--- src/rtl/clf_pkg.sv ---
package clf_pkg;

    localparam logic [2:0] KIND_CHAR   = 3'd0;
    localparam logic [2:0] KIND_DEC    = 3'd1;
    localparam logic [2:0] KIND_HEX    = 3'd2;
    localparam logic [2:0] KIND_BIN    = 3'd3;
    localparam logic [2:0] KIND_CURSOR = 3'd4;
    localparam logic [2:0] KIND_CLEAR  = 3'd5;
    localparam logic [2:0] KIND_INIT   = 3'd6;
    localparam logic [2:0] KIND_NONE   = 3'd7;

    localparam int DIG_N = 10;

    localparam logic [31:0] DIV10_RECIP = 32'hCCCC_CCCD;
    localparam int          DIV10_SHIFT = 35;

    localparam logic [7:0] CHAR_ZERO  = 8'h30;
    localparam logic [7:0] CHAR_ONE   = 8'h31;
    localparam logic [7:0] CHAR_MINUS = 8'h2D;
    localparam logic [7:0] CHAR_A     = 8'h41;

    localparam logic [7:0] CMD_HOME4   = 8'h02;
    localparam logic [7:0] CMD_FUNC4   = 8'h28;
    localparam logic [7:0] CMD_FUNC8   = 8'h38;
    localparam logic [7:0] CMD_DISP_ON = 8'h0C;
    localparam logic [7:0] CMD_CLEAR   = 8'h01;
    localparam logic [7:0] CMD_ENTRY   = 8'h06;

    typedef enum logic [1:0] {
        S_IDLE,
        S_DIV_MUL,
        S_DIV_SUB,
        S_EMIT
    } state_t;

    function automatic logic [7:0] hex_char(input logic [3:0] nib);
        logic [7:0] res;
        if (nib <= 4'd9)
            res = CHAR_ZERO + {4'd0, nib};
        else
            res = CHAR_A + {4'd0, nib} - 8'd10;
        return res;
    endfunction

    function automatic logic [7:0] init_byte(input logic four_bit, input logic [2:0] idx);
        logic [7:0] res;
        res = CMD_ENTRY;
        if (four_bit)
        begin
            case (idx)
                3'd0:    res = CMD_HOME4;
                3'd1:    res = CMD_FUNC4;
                3'd2:    res = CMD_DISP_ON;
                3'd3:    res = CMD_CLEAR;
                default: res = CMD_ENTRY;
            endcase
        end
        else
        begin
            case (idx)
                3'd0:    res = CMD_FUNC8;
                3'd1:    res = CMD_DISP_ON;
                3'd2:    res = CMD_CLEAR;
                default: res = CMD_ENTRY;
            endcase
        end
        return res;
    endfunction

endpackage

--- src/rtl/clf_div10.sv ---
module clf_div10
    import clf_pkg::*;
(
    input  logic        clk,
    input  logic [31:0] dividend,
    output logic [31:0] quotient,
    output logic [3:0]  remainder
);

    logic [63:0] prod_reg;
    logic [63:0] prod_next;
    logic [31:0] x_reg;
    logic [31:0] diff;

    // reciprocal multiply, exact for every 32-bit dividend
    assign prod_next = 64'(dividend) * 64'(DIV10_RECIP);

    always_ff @(posedge clk)
    begin
        prod_reg <= prod_next;
        x_reg    <= dividend;
    end

    assign quotient  = 32'(prod_reg[63:DIV10_SHIFT]);
    assign diff      = x_reg - ((quotient << 3) + (quotient << 1));
    assign remainder = diff[3:0];

endmodule

--- src/rtl/char_lcd_value_formatter.sv ---
// Character-LCD formatter: each request transfer becomes a run of controller
// writes on the output channel, one byte per transfer, is_data marking data
// against command and last marking the final write of the request. A request
// is taken only while the block is idle. Char, cursor and clear give one write,
// hex two, binary up to eight, init four or five (bus_mode selects), each
// write going out as soon as the output is not stalled. Decimal runs a
// divide-by-ten unit (registered reciprocal multiply, then a subtract) once
// per digit, up to ten digits, before its up to eleven writes start.
// Kind 7 is dropped with no writes. bus_mode is always ready and resets to 1.
module char_lcd_value_formatter
    import clf_pkg::*;
(
    input  logic               clk,
    input  logic               rst_n,
    input  logic               in_valid,
    output logic               in_ready,
    input  logic [2:0]         kind,
    input  logic signed [31:0] value,
    input  logic               row,
    input  logic [5:0]         column,
    output logic               out_valid,
    input  logic               out_ready,
    output logic               is_data,
    output logic [7:0]         out_byte,
    output logic               last,
    input  logic               cfg_valid,
    output logic               cfg_ready,
    input  logic               bus_mode
);

    state_t      state_reg, state_next;
    logic        bus_mode_reg;
    logic [2:0]  kind_reg, kind_next;
    logic        neg_reg, neg_next;
    logic [31:0] mag_reg, mag_next;
    logic [3:0]  dig_reg  [DIG_N];
    logic [3:0]  dig_next [DIG_N];
    logic [3:0]  ndig_reg, ndig_next;
    logic [3:0]  cnt_reg, cnt_next;
    logic [2:0]  idx_reg, idx_next;
    logic [7:0]  bits_reg, bits_next;
    logic [7:0]  byte_reg, byte_next;

    logic        out_valid_reg, out_valid_next;
    logic        is_data_reg, is_data_next;
    logic [7:0]  out_byte_reg, out_byte_next;
    logic        last_reg, last_next;

    logic [31:0] div_q;
    logic [3:0]  div_r;
    logic [7:0]  low8;
    logic [3:0]  lz;
    logic        out_free;

    clf_div10 u_div10 (
        .clk       (clk),
        .dividend  (mag_reg),
        .quotient  (div_q),
        .remainder (div_r)
    );

    assign low8      = value[7:0];
    assign in_ready  = (state_reg == S_IDLE);
    assign cfg_ready = 1'b1;
    assign out_free  = !out_valid_reg || out_ready;

    always_comb
    begin
        lz = 4'd8;
        for (int b = 0; b < 8; b++)
        begin
            if (low8[b])
                lz = 4'(7 - b);
        end
    end

    always_comb
    begin
        state_next     = state_reg;
        kind_next      = kind_reg;
        neg_next       = neg_reg;
        mag_next       = mag_reg;
        ndig_next      = ndig_reg;
        cnt_next       = cnt_reg;
        idx_next       = idx_reg;
        bits_next      = bits_reg;
        byte_next      = byte_reg;
        out_valid_next = out_valid_reg && !out_ready;
        is_data_next   = is_data_reg;
        out_byte_next  = out_byte_reg;
        last_next      = last_reg;
        for (int i = 0; i < DIG_N; i++)
            dig_next[i] = dig_reg[i];

        case (state_reg)
            S_IDLE:
            begin
                if (in_valid)
                begin
                    kind_next  = kind;
                    idx_next   = 3'd0;
                    cnt_next   = 4'd1;
                    byte_next  = low8;
                    state_next = S_EMIT;
                    case (kind)
                        KIND_CHAR:   byte_next = low8;
                        KIND_DEC:
                        begin
                            neg_next   = value[31];
                            mag_next   = value[31] ? (32'd0 - value) : value;
                            ndig_next  = 4'd0;
                            state_next = S_DIV_MUL;
                        end
                        KIND_HEX:
                        begin
                            dig_next[0] = low8[7:4];
                            dig_next[1] = low8[3:0];
                            cnt_next    = 4'd2;
                        end
                        KIND_BIN:
                        begin
                            bits_next = low8 << lz;
                            cnt_next  = (low8 == 8'd0) ? 4'd1 : (4'd8 - lz);
                        end
                        KIND_CURSOR: byte_next = {1'b1, row, column};
                        KIND_CLEAR:  byte_next = CMD_CLEAR;
                        KIND_INIT:   cnt_next  = bus_mode_reg ? 4'd5 : 4'd4;
                        default:     state_next = S_IDLE;
                    endcase
                end
            end

            S_DIV_MUL:
            begin
                state_next = S_DIV_SUB;
            end

            S_DIV_SUB:
            begin
                dig_next[0] = div_r;
                for (int i = 1; i < DIG_N; i++)
                    dig_next[i] = dig_reg[i-1];
                ndig_next = ndig_reg + 4'd1;
                mag_next  = div_q;
                if (div_q == 32'd0 || ndig_next == 4'(DIG_N))
                begin
                    cnt_next   = ndig_next + {3'd0, neg_reg};
                    state_next = S_EMIT;
                end
                else
                begin
                    state_next = S_DIV_MUL;
                end
            end

            S_EMIT:
            begin
                if (out_free)
                begin
                    out_valid_next = 1'b1;
                    last_next      = (cnt_reg == 4'd1);
                    cnt_next       = cnt_reg - 4'd1;
                    idx_next       = idx_reg + 3'd1;
                    is_data_next   = 1'b1;
                    case (kind_reg)
                        KIND_DEC:
                        begin
                            if (neg_reg)
                            begin
                                out_byte_next = CHAR_MINUS;
                                neg_next      = 1'b0;
                            end
                            else
                            begin
                                out_byte_next = CHAR_ZERO + {4'd0, dig_reg[0]};
                                for (int i = 0; i < DIG_N - 1; i++)
                                    dig_next[i] = dig_reg[i+1];
                                dig_next[DIG_N-1] = 4'd0;
                            end
                        end
                        KIND_HEX:
                        begin
                            out_byte_next = hex_char(dig_reg[0]);
                            for (int i = 0; i < DIG_N - 1; i++)
                                dig_next[i] = dig_reg[i+1];
                            dig_next[DIG_N-1] = 4'd0;
                        end
                        KIND_BIN:
                        begin
                            out_byte_next = bits_reg[7] ? CHAR_ONE : CHAR_ZERO;
                            bits_next     = {bits_reg[6:0], 1'b0};
                        end
                        KIND_INIT:
                        begin
                            out_byte_next = init_byte(bus_mode_reg, idx_reg);
                            is_data_next  = 1'b0;
                        end
                        KIND_CHAR:
                        begin
                            out_byte_next = byte_reg;
                        end
                        default:
                        begin
                            out_byte_next = byte_reg;
                            is_data_next  = 1'b0;
                        end
                    endcase
                    if (cnt_reg == 4'd1)
                        state_next = S_IDLE;
                end
            end

            default:
            begin
                state_next = S_IDLE;
            end
        endcase
    end

    always_ff @(posedge clk or negedge rst_n)
    begin
        if (!rst_n)
        begin
            state_reg     <= S_IDLE;
            bus_mode_reg  <= 1'b1;
            out_valid_reg <= 1'b0;
            cnt_reg       <= 4'd0;
            ndig_reg      <= 4'd0;
            neg_reg       <= 1'b0;
        end
        else
        begin
            state_reg     <= state_next;
            out_valid_reg <= out_valid_next;
            cnt_reg       <= cnt_next;
            ndig_reg      <= ndig_next;
            neg_reg       <= neg_next;
            if (cfg_valid)
                bus_mode_reg <= bus_mode;
        end
    end

    always_ff @(posedge clk)
    begin
        kind_reg     <= kind_next;
        mag_reg      <= mag_next;
        idx_reg      <= idx_next;
        bits_reg     <= bits_next;
        byte_reg     <= byte_next;
        is_data_reg  <= is_data_next;
        out_byte_reg <= out_byte_next;
        last_reg     <= last_next;
        for (int i = 0; i < DIG_N; i++)
            dig_reg[i] <= dig_next[i];
    end

    assign out_valid = out_valid_reg;
    assign is_data   = is_data_reg;
    assign out_byte  = out_byte_reg;
    assign last      = last_reg;

`ifndef SYNTHESIS
    a_req_starts: assert property (@(posedge clk) disable iff (!rst_n)
        (in_valid && in_ready && kind != KIND_NONE) |=> state_reg != S_IDLE)
        else $error("request transfer did not start a sequence");

    a_emit_count: assert property (@(posedge clk) disable iff (!rst_n)
        (state_reg == S_EMIT) |-> (cnt_reg != 4'd0 && cnt_reg <= 4'd11))
        else $error("write count out of range while emitting");

    a_digit_range: assert property (@(posedge clk) disable iff (!rst_n)
        (state_reg == S_DIV_SUB) |-> (div_r <= 4'd9 && ndig_reg < 4'(DIG_N)))
        else $error("divide-by-ten step out of range");

    a_last_ends: assert property (@(posedge clk) disable iff (!rst_n)
        (state_reg == S_EMIT && out_free && cnt_reg == 4'd1) |=>
            (state_reg == S_IDLE && last_reg && out_valid_reg))
        else $error("final write not marked last");
`endif

endmodule
--- config.mk ---
export PLATFORM = sky130hd
export DESIGN_NAME = char_lcd_value_formatter
export DESIGN_NICKNAME = d
export VERILOG_FILES = /design/src/rtl/clf_pkg.sv /design/src/rtl/clf_div10.sv /design/src/rtl/char_lcd_value_formatter.sv
export SDC_FILE = /design/constraint.sdc
export NUM_CORES = 1
export LEC_CHECK = 0
export BUFFER_PORTS_ARGS = -buffer_cell sky130_fd_sc_hd__buf_2
export CORE_MARGIN = 3
export CORE_UTILIZATION = 40
export DETAILED_ROUTE_END_ITERATION = 12
export GPL_ROUTABILITY_DRIVEN = 1
export MAX_ROUTING_LAYER = met4
export PLACE_DENSITY = 0.63
export SYNTH_ARGS = -nofsm -noshare
export SYNTH_HDL_FRONTEND = slang
export SYNTH_HIERARCHICAL = 1
export SYNTH_SLANG_ARGS = --single-unit
--- constraint.sdc ---
create_clock -name clk -period 13.5 [get_ports clk]
set_input_delay 2.7 -clock clk [delete_from_list [all_inputs] [get_ports clk]]
set_output_delay 2.7 -clock clk [all_outputs]
set_load 0.02 [all_outputs]
==> run summary <==
The flow ran to the end, and the final reports show no timing, DRC or antenna violations. The count of cell instances traversed by the critical path is 22. The final setup skew came out at 11.7 ps. The instance count along the most critical hold path came out at 2. The worst setup path is captured at a register.

After filler insertion, the fill cell instance count of the layout stands at 5939. The H-tree generated during clock tree synthesis spans 4 levels. just over 60 I/O pins were placed. TritonCTS built the clock tree.

In this run the most critical hold path is launched from bits_reg[2]$_DFFE_PP_. The clock latency on the worst-skew pair came out at approximately 450 ps. Timing would allow up to ~0.13 GHz. The multi-input logic area came out at about 0.018 mm2. Dividing the detail-routed wire length by the instance count gives 21.6 um. Across all layers, the routed design uses about 18000 vias.

After synthesis, the share of cell area in mux cells is around 1.6%. The number of flip-flops and latches in the synthesized netlist is 150. The number of antenna violations at the first check in global routing came out at 1. Summing the areas of all and, or, nand and nor instances in the mapped netlist gives under 10% of the synthesized area. The first-pass iteration count of the detailed router came out at 5. The number of violations reported at the end of detailed-routing iteration 0 came out at 1170. In this run the critical register-to-register path is launched from mag_reg[10]$_DFFE_PP_. The worst path uses 57.2% of the clock period. The kind of launch point of the worst setup path is a register.

Setup repair after global routing left no endpoint under its margin. The normalized max-slew margin came out at between 30% and 40%. The slowest stage cell on the critical path is sky130_fd_sc_hd__edfxtp_1. The core area came out at around 0.062 mm2. The layout cell share with drive strength beyond 1 came out at 6.12%. The clock transition time at the flip-flop clock pins of the worst setup and hold paths came out at 70 ps. The floorplan step set the die width to ~260 um. sky130_fd_sc_hd__fa_1 takes more of the synthesized area than any other cell. The classification of the worst-slack hold path is register to register.

The number of buffers added on ports is between 50 and 60. Of the total synthesized cell area, the portion taken by full adders, half adders and majority gates is between 40% and 50%. The first-pass GRT wire length is around 110 mm. The xor/xnor cell area share of the yosys netlist came out at roughly 4.1%. The flip-flop and latch area is ~0.004 mm2. The setup fix buffers added after clock tree synthesis is 0. The die is 256 um tall.

Adding up every negative setup slack in the final design gives 0 ps. The signal on the critical path passes through ha_1 > inv_1 > fa_1 > inv_1 > fa_1 > inv_1 > fa_1 > inv_1 > fa_1 > fa_1 > fa_1 > fa_1 > ha_1 > a21oi_1 > o21ai_1 > a2111oi_0 > nor3_1 > a31oi_1 > o221ai_1 > a21oi_1 > o21ai_1 > xnor2_1. The number of global-route vias before repair is 18800. The clock buffer count from CTS came out at 17. The area growth from synthesis to layout is 5.84%. The routed via count divided by cell count is between 5 and 6. Together, buffers and inverters on the worst path number 4. In this design, the stage delay of the slowest critical-path cell is 610 ps.

Among all flip-flop cells after synthesis, the most frequent one is sky130_fd_sc_hd__edfxtp_1. The count of hold buffers inserted by post-cts repair came out at 0. The register with the most flip-flops in the layout has 40 of them.

The clock net sink count is 150. Once detail routing completed, the nets flagged for antenna violations numbered 0. The worst min-delay path endpoint is bits_reg[3]$_DFFE_PP_. The aggregate routed wire length came out at 72.8 mm. Global routing consumed, on the met3 layer, 6.68% of the routing resources. The largest driver fanout on the critical path came out at 7.

After global routing the overflow that remains totals 0. The layer flagged by global routing as most heavily used is met2. The area share of the largest cell type after synthesis is around 31%. The maximum number of pins on one net before global-route repair is between 80 and 90.

Gates resized during post-CTS repair numbered 0. The antenna cell count is 0. The number of flops mapped to enable cells by yosys came out at ~100. In the layout the commonest cells are sky130_fd_sc_hd__inv_1, sky130_fd_sc_hd__fa_1, sky130_fd_sc_hd__ha_1, sky130_fd_sc_hd__nand2_1. The fraction of the mapped netlist area in compound gates is 9.79%. The number of setup violations in the final report is 0. The measured slew at the worst slew-check pin is between 900 and 1000 ps. The library cell used most frequently in the layout, excluding fill and tap cells, is sky130_fd_sc_hd__inv_1.

By area, the combinational part of the netlist is dominated by adder cells. The post-detailed-placement half-perimeter wirelength came out at roughly 63 mm. The end of the worst register-to-register path is u_div10/prod_reg[60]$_DFF_P_. During synthesis, Yosys emitted a total of 6 warnings. The placer congestion estimate is 0.996.

The core utilization of the finished layout came out at 42.9%. The count of unresolved DRC violations after routing is 0. The most numerous cell type found on the critical path is sky130_fd_sc_hd__fa_1. Measured in cells, the most critical reg-to-reg path has a length of 22. At the worst endpoint, the required time is ~14000 ps. In this run the mean area of a mapped cell was about 10 um2. The final number of hold-violating endpoints came out at 0. For this run, the post-layout net count is roughly 3300. The floorplan has just over 90 rows.

On the critical path the largest part of the delay comes from adder cells. The max-cap check violation count came out at 0. The share of the yosys chip area belonging to registers is ~16%. The synthesized instance count is roughly 2500.

The met1 capacity usage during global routing came out at approximately 31%. The count of different cell masters after synthesis is 79. The worst-case register-to-register setup slack came out at a little under 6000 ps.

The start-to-end type of the worst setup path is register to register. The cell sitting at the root of the clock tree is a sky130_fd_sc_hd__clkbuf_16. Counting I/O delays and the setup requirement, the final critical path takes between 7000 and 8000 ps.

The area of the mapped netlist is around 0.025 mm2. The effective utilization at floorplan is ~40%. Global routing consumed, on the met2 layer, 36.2% of the routing resources. The area of the die came out at 0.0657 mm2. The max-slew violation count came out at 0. The worst endpoint data arrival time came out at around 8100 ps. Yosys attributes the largest share of cell area to sky130_fd_sc_hd__fa_1, sky130_fd_sc_hd__ha_1, sky130_fd_sc_hd__edfxtp_1.

The clock passes through at most 2 buffers. Of all flip-flops after synthesis, the portion carrying an async set or reset was between 8 and 9%. The global-route total usage across every layer came out at between 20% and 30%.
[routing by layer]
layer | up-vias | part of all wire, % | routed length (um)
met3 | 70 | 8.3 | 6030
met4 | 0 | 1.9 | 1380
li1 | 8133 | - | -
met1 | 8796 | 44 | 32100
met2 | 545 | 46 | 33300
met5 | - | 0 | 0
[synthesized netlist by cell type (5+ instances only)]
master	n
sky130_fd_sc_hd__mux2i_1	6
sky130_fd_sc_hd__a211oi_1	10
sky130_fd_sc_hd__a22o_1	5
sky130_fd_sc_hd__dfxtp_1	33
sky130_fd_sc_hd__and3_1	8
sky130_fd_sc_hd__o31ai_1	10
sky130_fd_sc_hd__a22oi_1	14
sky130_fd_sc_hd__nand4_1	15
sky130_fd_sc_hd__or4_1	5
sky130_fd_sc_hd__clkbuf_1	50
sky130_fd_sc_hd__xor2_1	68
sky130_fd_sc_hd__nor3b_1	7
sky130_fd_sc_hd__buf_4	33
sky130_fd_sc_hd__nor2b_1	18
sky130_fd_sc_hd__nand2_1	145
sky130_fd_sc_hd__o21a_1	5
sky130_fd_sc_hd__nand3_1	30
sky130_fd_sc_hd__a21o_1	48
sky130_fd_sc_hd__o21bai_1	9
sky130_fd_sc_hd__nor3_1	23
sky130_fd_sc_hd__ha_1	371
sky130_fd_sc_hd__o21ai_0	104
sky130_fd_sc_hd__o211ai_1	8
sky130_fd_sc_hd__inv_1	602
sky130_fd_sc_hd__edfxtp_1	104
sky130_fd_sc_hd__buf_1	6
sky130_fd_sc_hd__a21oi_1	91
sky130_fd_sc_hd__and2_1	16
sky130_fd_sc_hd__mux2_2	31
sky130_fd_sc_hd__a31oi_1	12
sky130_fd_sc_hd__xnor2_1	48
sky130_fd_sc_hd__dfrtp_1	12
sky130_fd_sc_hd__nor4_1	15
sky130_fd_sc_hd__or2_2	6
sky130_fd_sc_hd__or3_1	7
sky130_fd_sc_hd__fa_1	387
sky130_fd_sc_hd__o21ai_1	16
sky130_fd_sc_hd__nor2_1	57
sky130_fd_sc_hd__nand2b_1	20
[how the worst max path moves through the flow]
stage	startpoint	end	slack (ps)
global route	mag_reg[0]$_DFFE_PP_	u_div10/prod_reg[56]$_DFF_P_	5490
global placement	mag_reg[10]$_DFFE_PP_	u_div10/prod_reg[60]$_DFF_P_	5830
floorplan	mag_reg[10]$_DFFE_PP_	u_div10/prod_reg[56]$_DFF_P_	7010
CTS	mag_reg[10]$_DFFE_PP_	u_div10/prod_reg[60]$_DFF_P_	5830
finish	mag_reg[10]$_DFFE_PP_	u_div10/prod_reg[60]$_DFF_P_	5780
detailed placement	mag_reg[9]$_DFFE_PP_	u_div10/prod_reg[57]$_DFF_P_	5890
[per-stage QoR]
stage / area, um2 / instances / hold slack [ps] / setup WS [ps]
2_1_floorplan: 25100 / 2533 / 493 / 7010
4_1_cts: 26500 / 3371 / 532 / 5830
3_5_place_dp: 26000 / 3339 / 514 / 5890
3_3_place_gp: 26000 / 3339 / 513 / 5830
5_1_grt: 26500 / 3371 / 572 / 5490
6_report: 26500 / 3371 / 529 / 5780
[worst reg2reg max path, stage by stage, from the launching register on]
cell,delay (ps)
sky130_fd_sc_hd__edfxtp_1,610
sky130_fd_sc_hd__ha_1,520
sky130_fd_sc_hd__inv_1,230
sky130_fd_sc_hd__fa_1,580
sky130_fd_sc_hd__inv_1,50
sky130_fd_sc_hd__fa_1,500
sky130_fd_sc_hd__inv_1,60
sky130_fd_sc_hd__fa_1,560
sky130_fd_sc_hd__inv_1,80
sky130_fd_sc_hd__fa_1,550
sky130_fd_sc_hd__fa_1,420
sky130_fd_sc_hd__fa_1,520
sky130_fd_sc_hd__fa_1,430
sky130_fd_sc_hd__ha_1,390
sky130_fd_sc_hd__a21oi_1,230
sky130_fd_sc_hd__o21ai_1,100
sky130_fd_sc_hd__a2111oi_0,440
sky130_fd_sc_hd__nor3_1,160
sky130_fd_sc_hd__a31oi_1,210
sky130_fd_sc_hd__o221ai_1,120
sky130_fd_sc_hd__a21oi_1,470
sky130_fd_sc_hd__o21ai_1,180
sky130_fd_sc_hd__xnor2_1,230
[kinds of logic (layout without fill, tap and decap cells)]
kind of cell	after synthesis	in the layout
AO/OA/AOI/OAI	383	383
XOR/XNOR	116	116
adder cells (fa/ha/maj)	758	758
buffers and inverters	698	699
flip-flops	150	150
multiplexers	37	37
other	2	4
AND/OR/NAND/NOR	387	387
[area by class of cell]
type,count,share of cell area [%]
multi-input cells,1685,68.6
inverters,603,8.53
clock inverters,14,0.547
repair buffers,64,1.25
clock buffers,18,1.62
well taps,837,3.95
flip-flops and latches,150,15.5
Power is not shown: default switching activity piles up to over one toggle a cycle in this logic, so the estimate is an artifact.
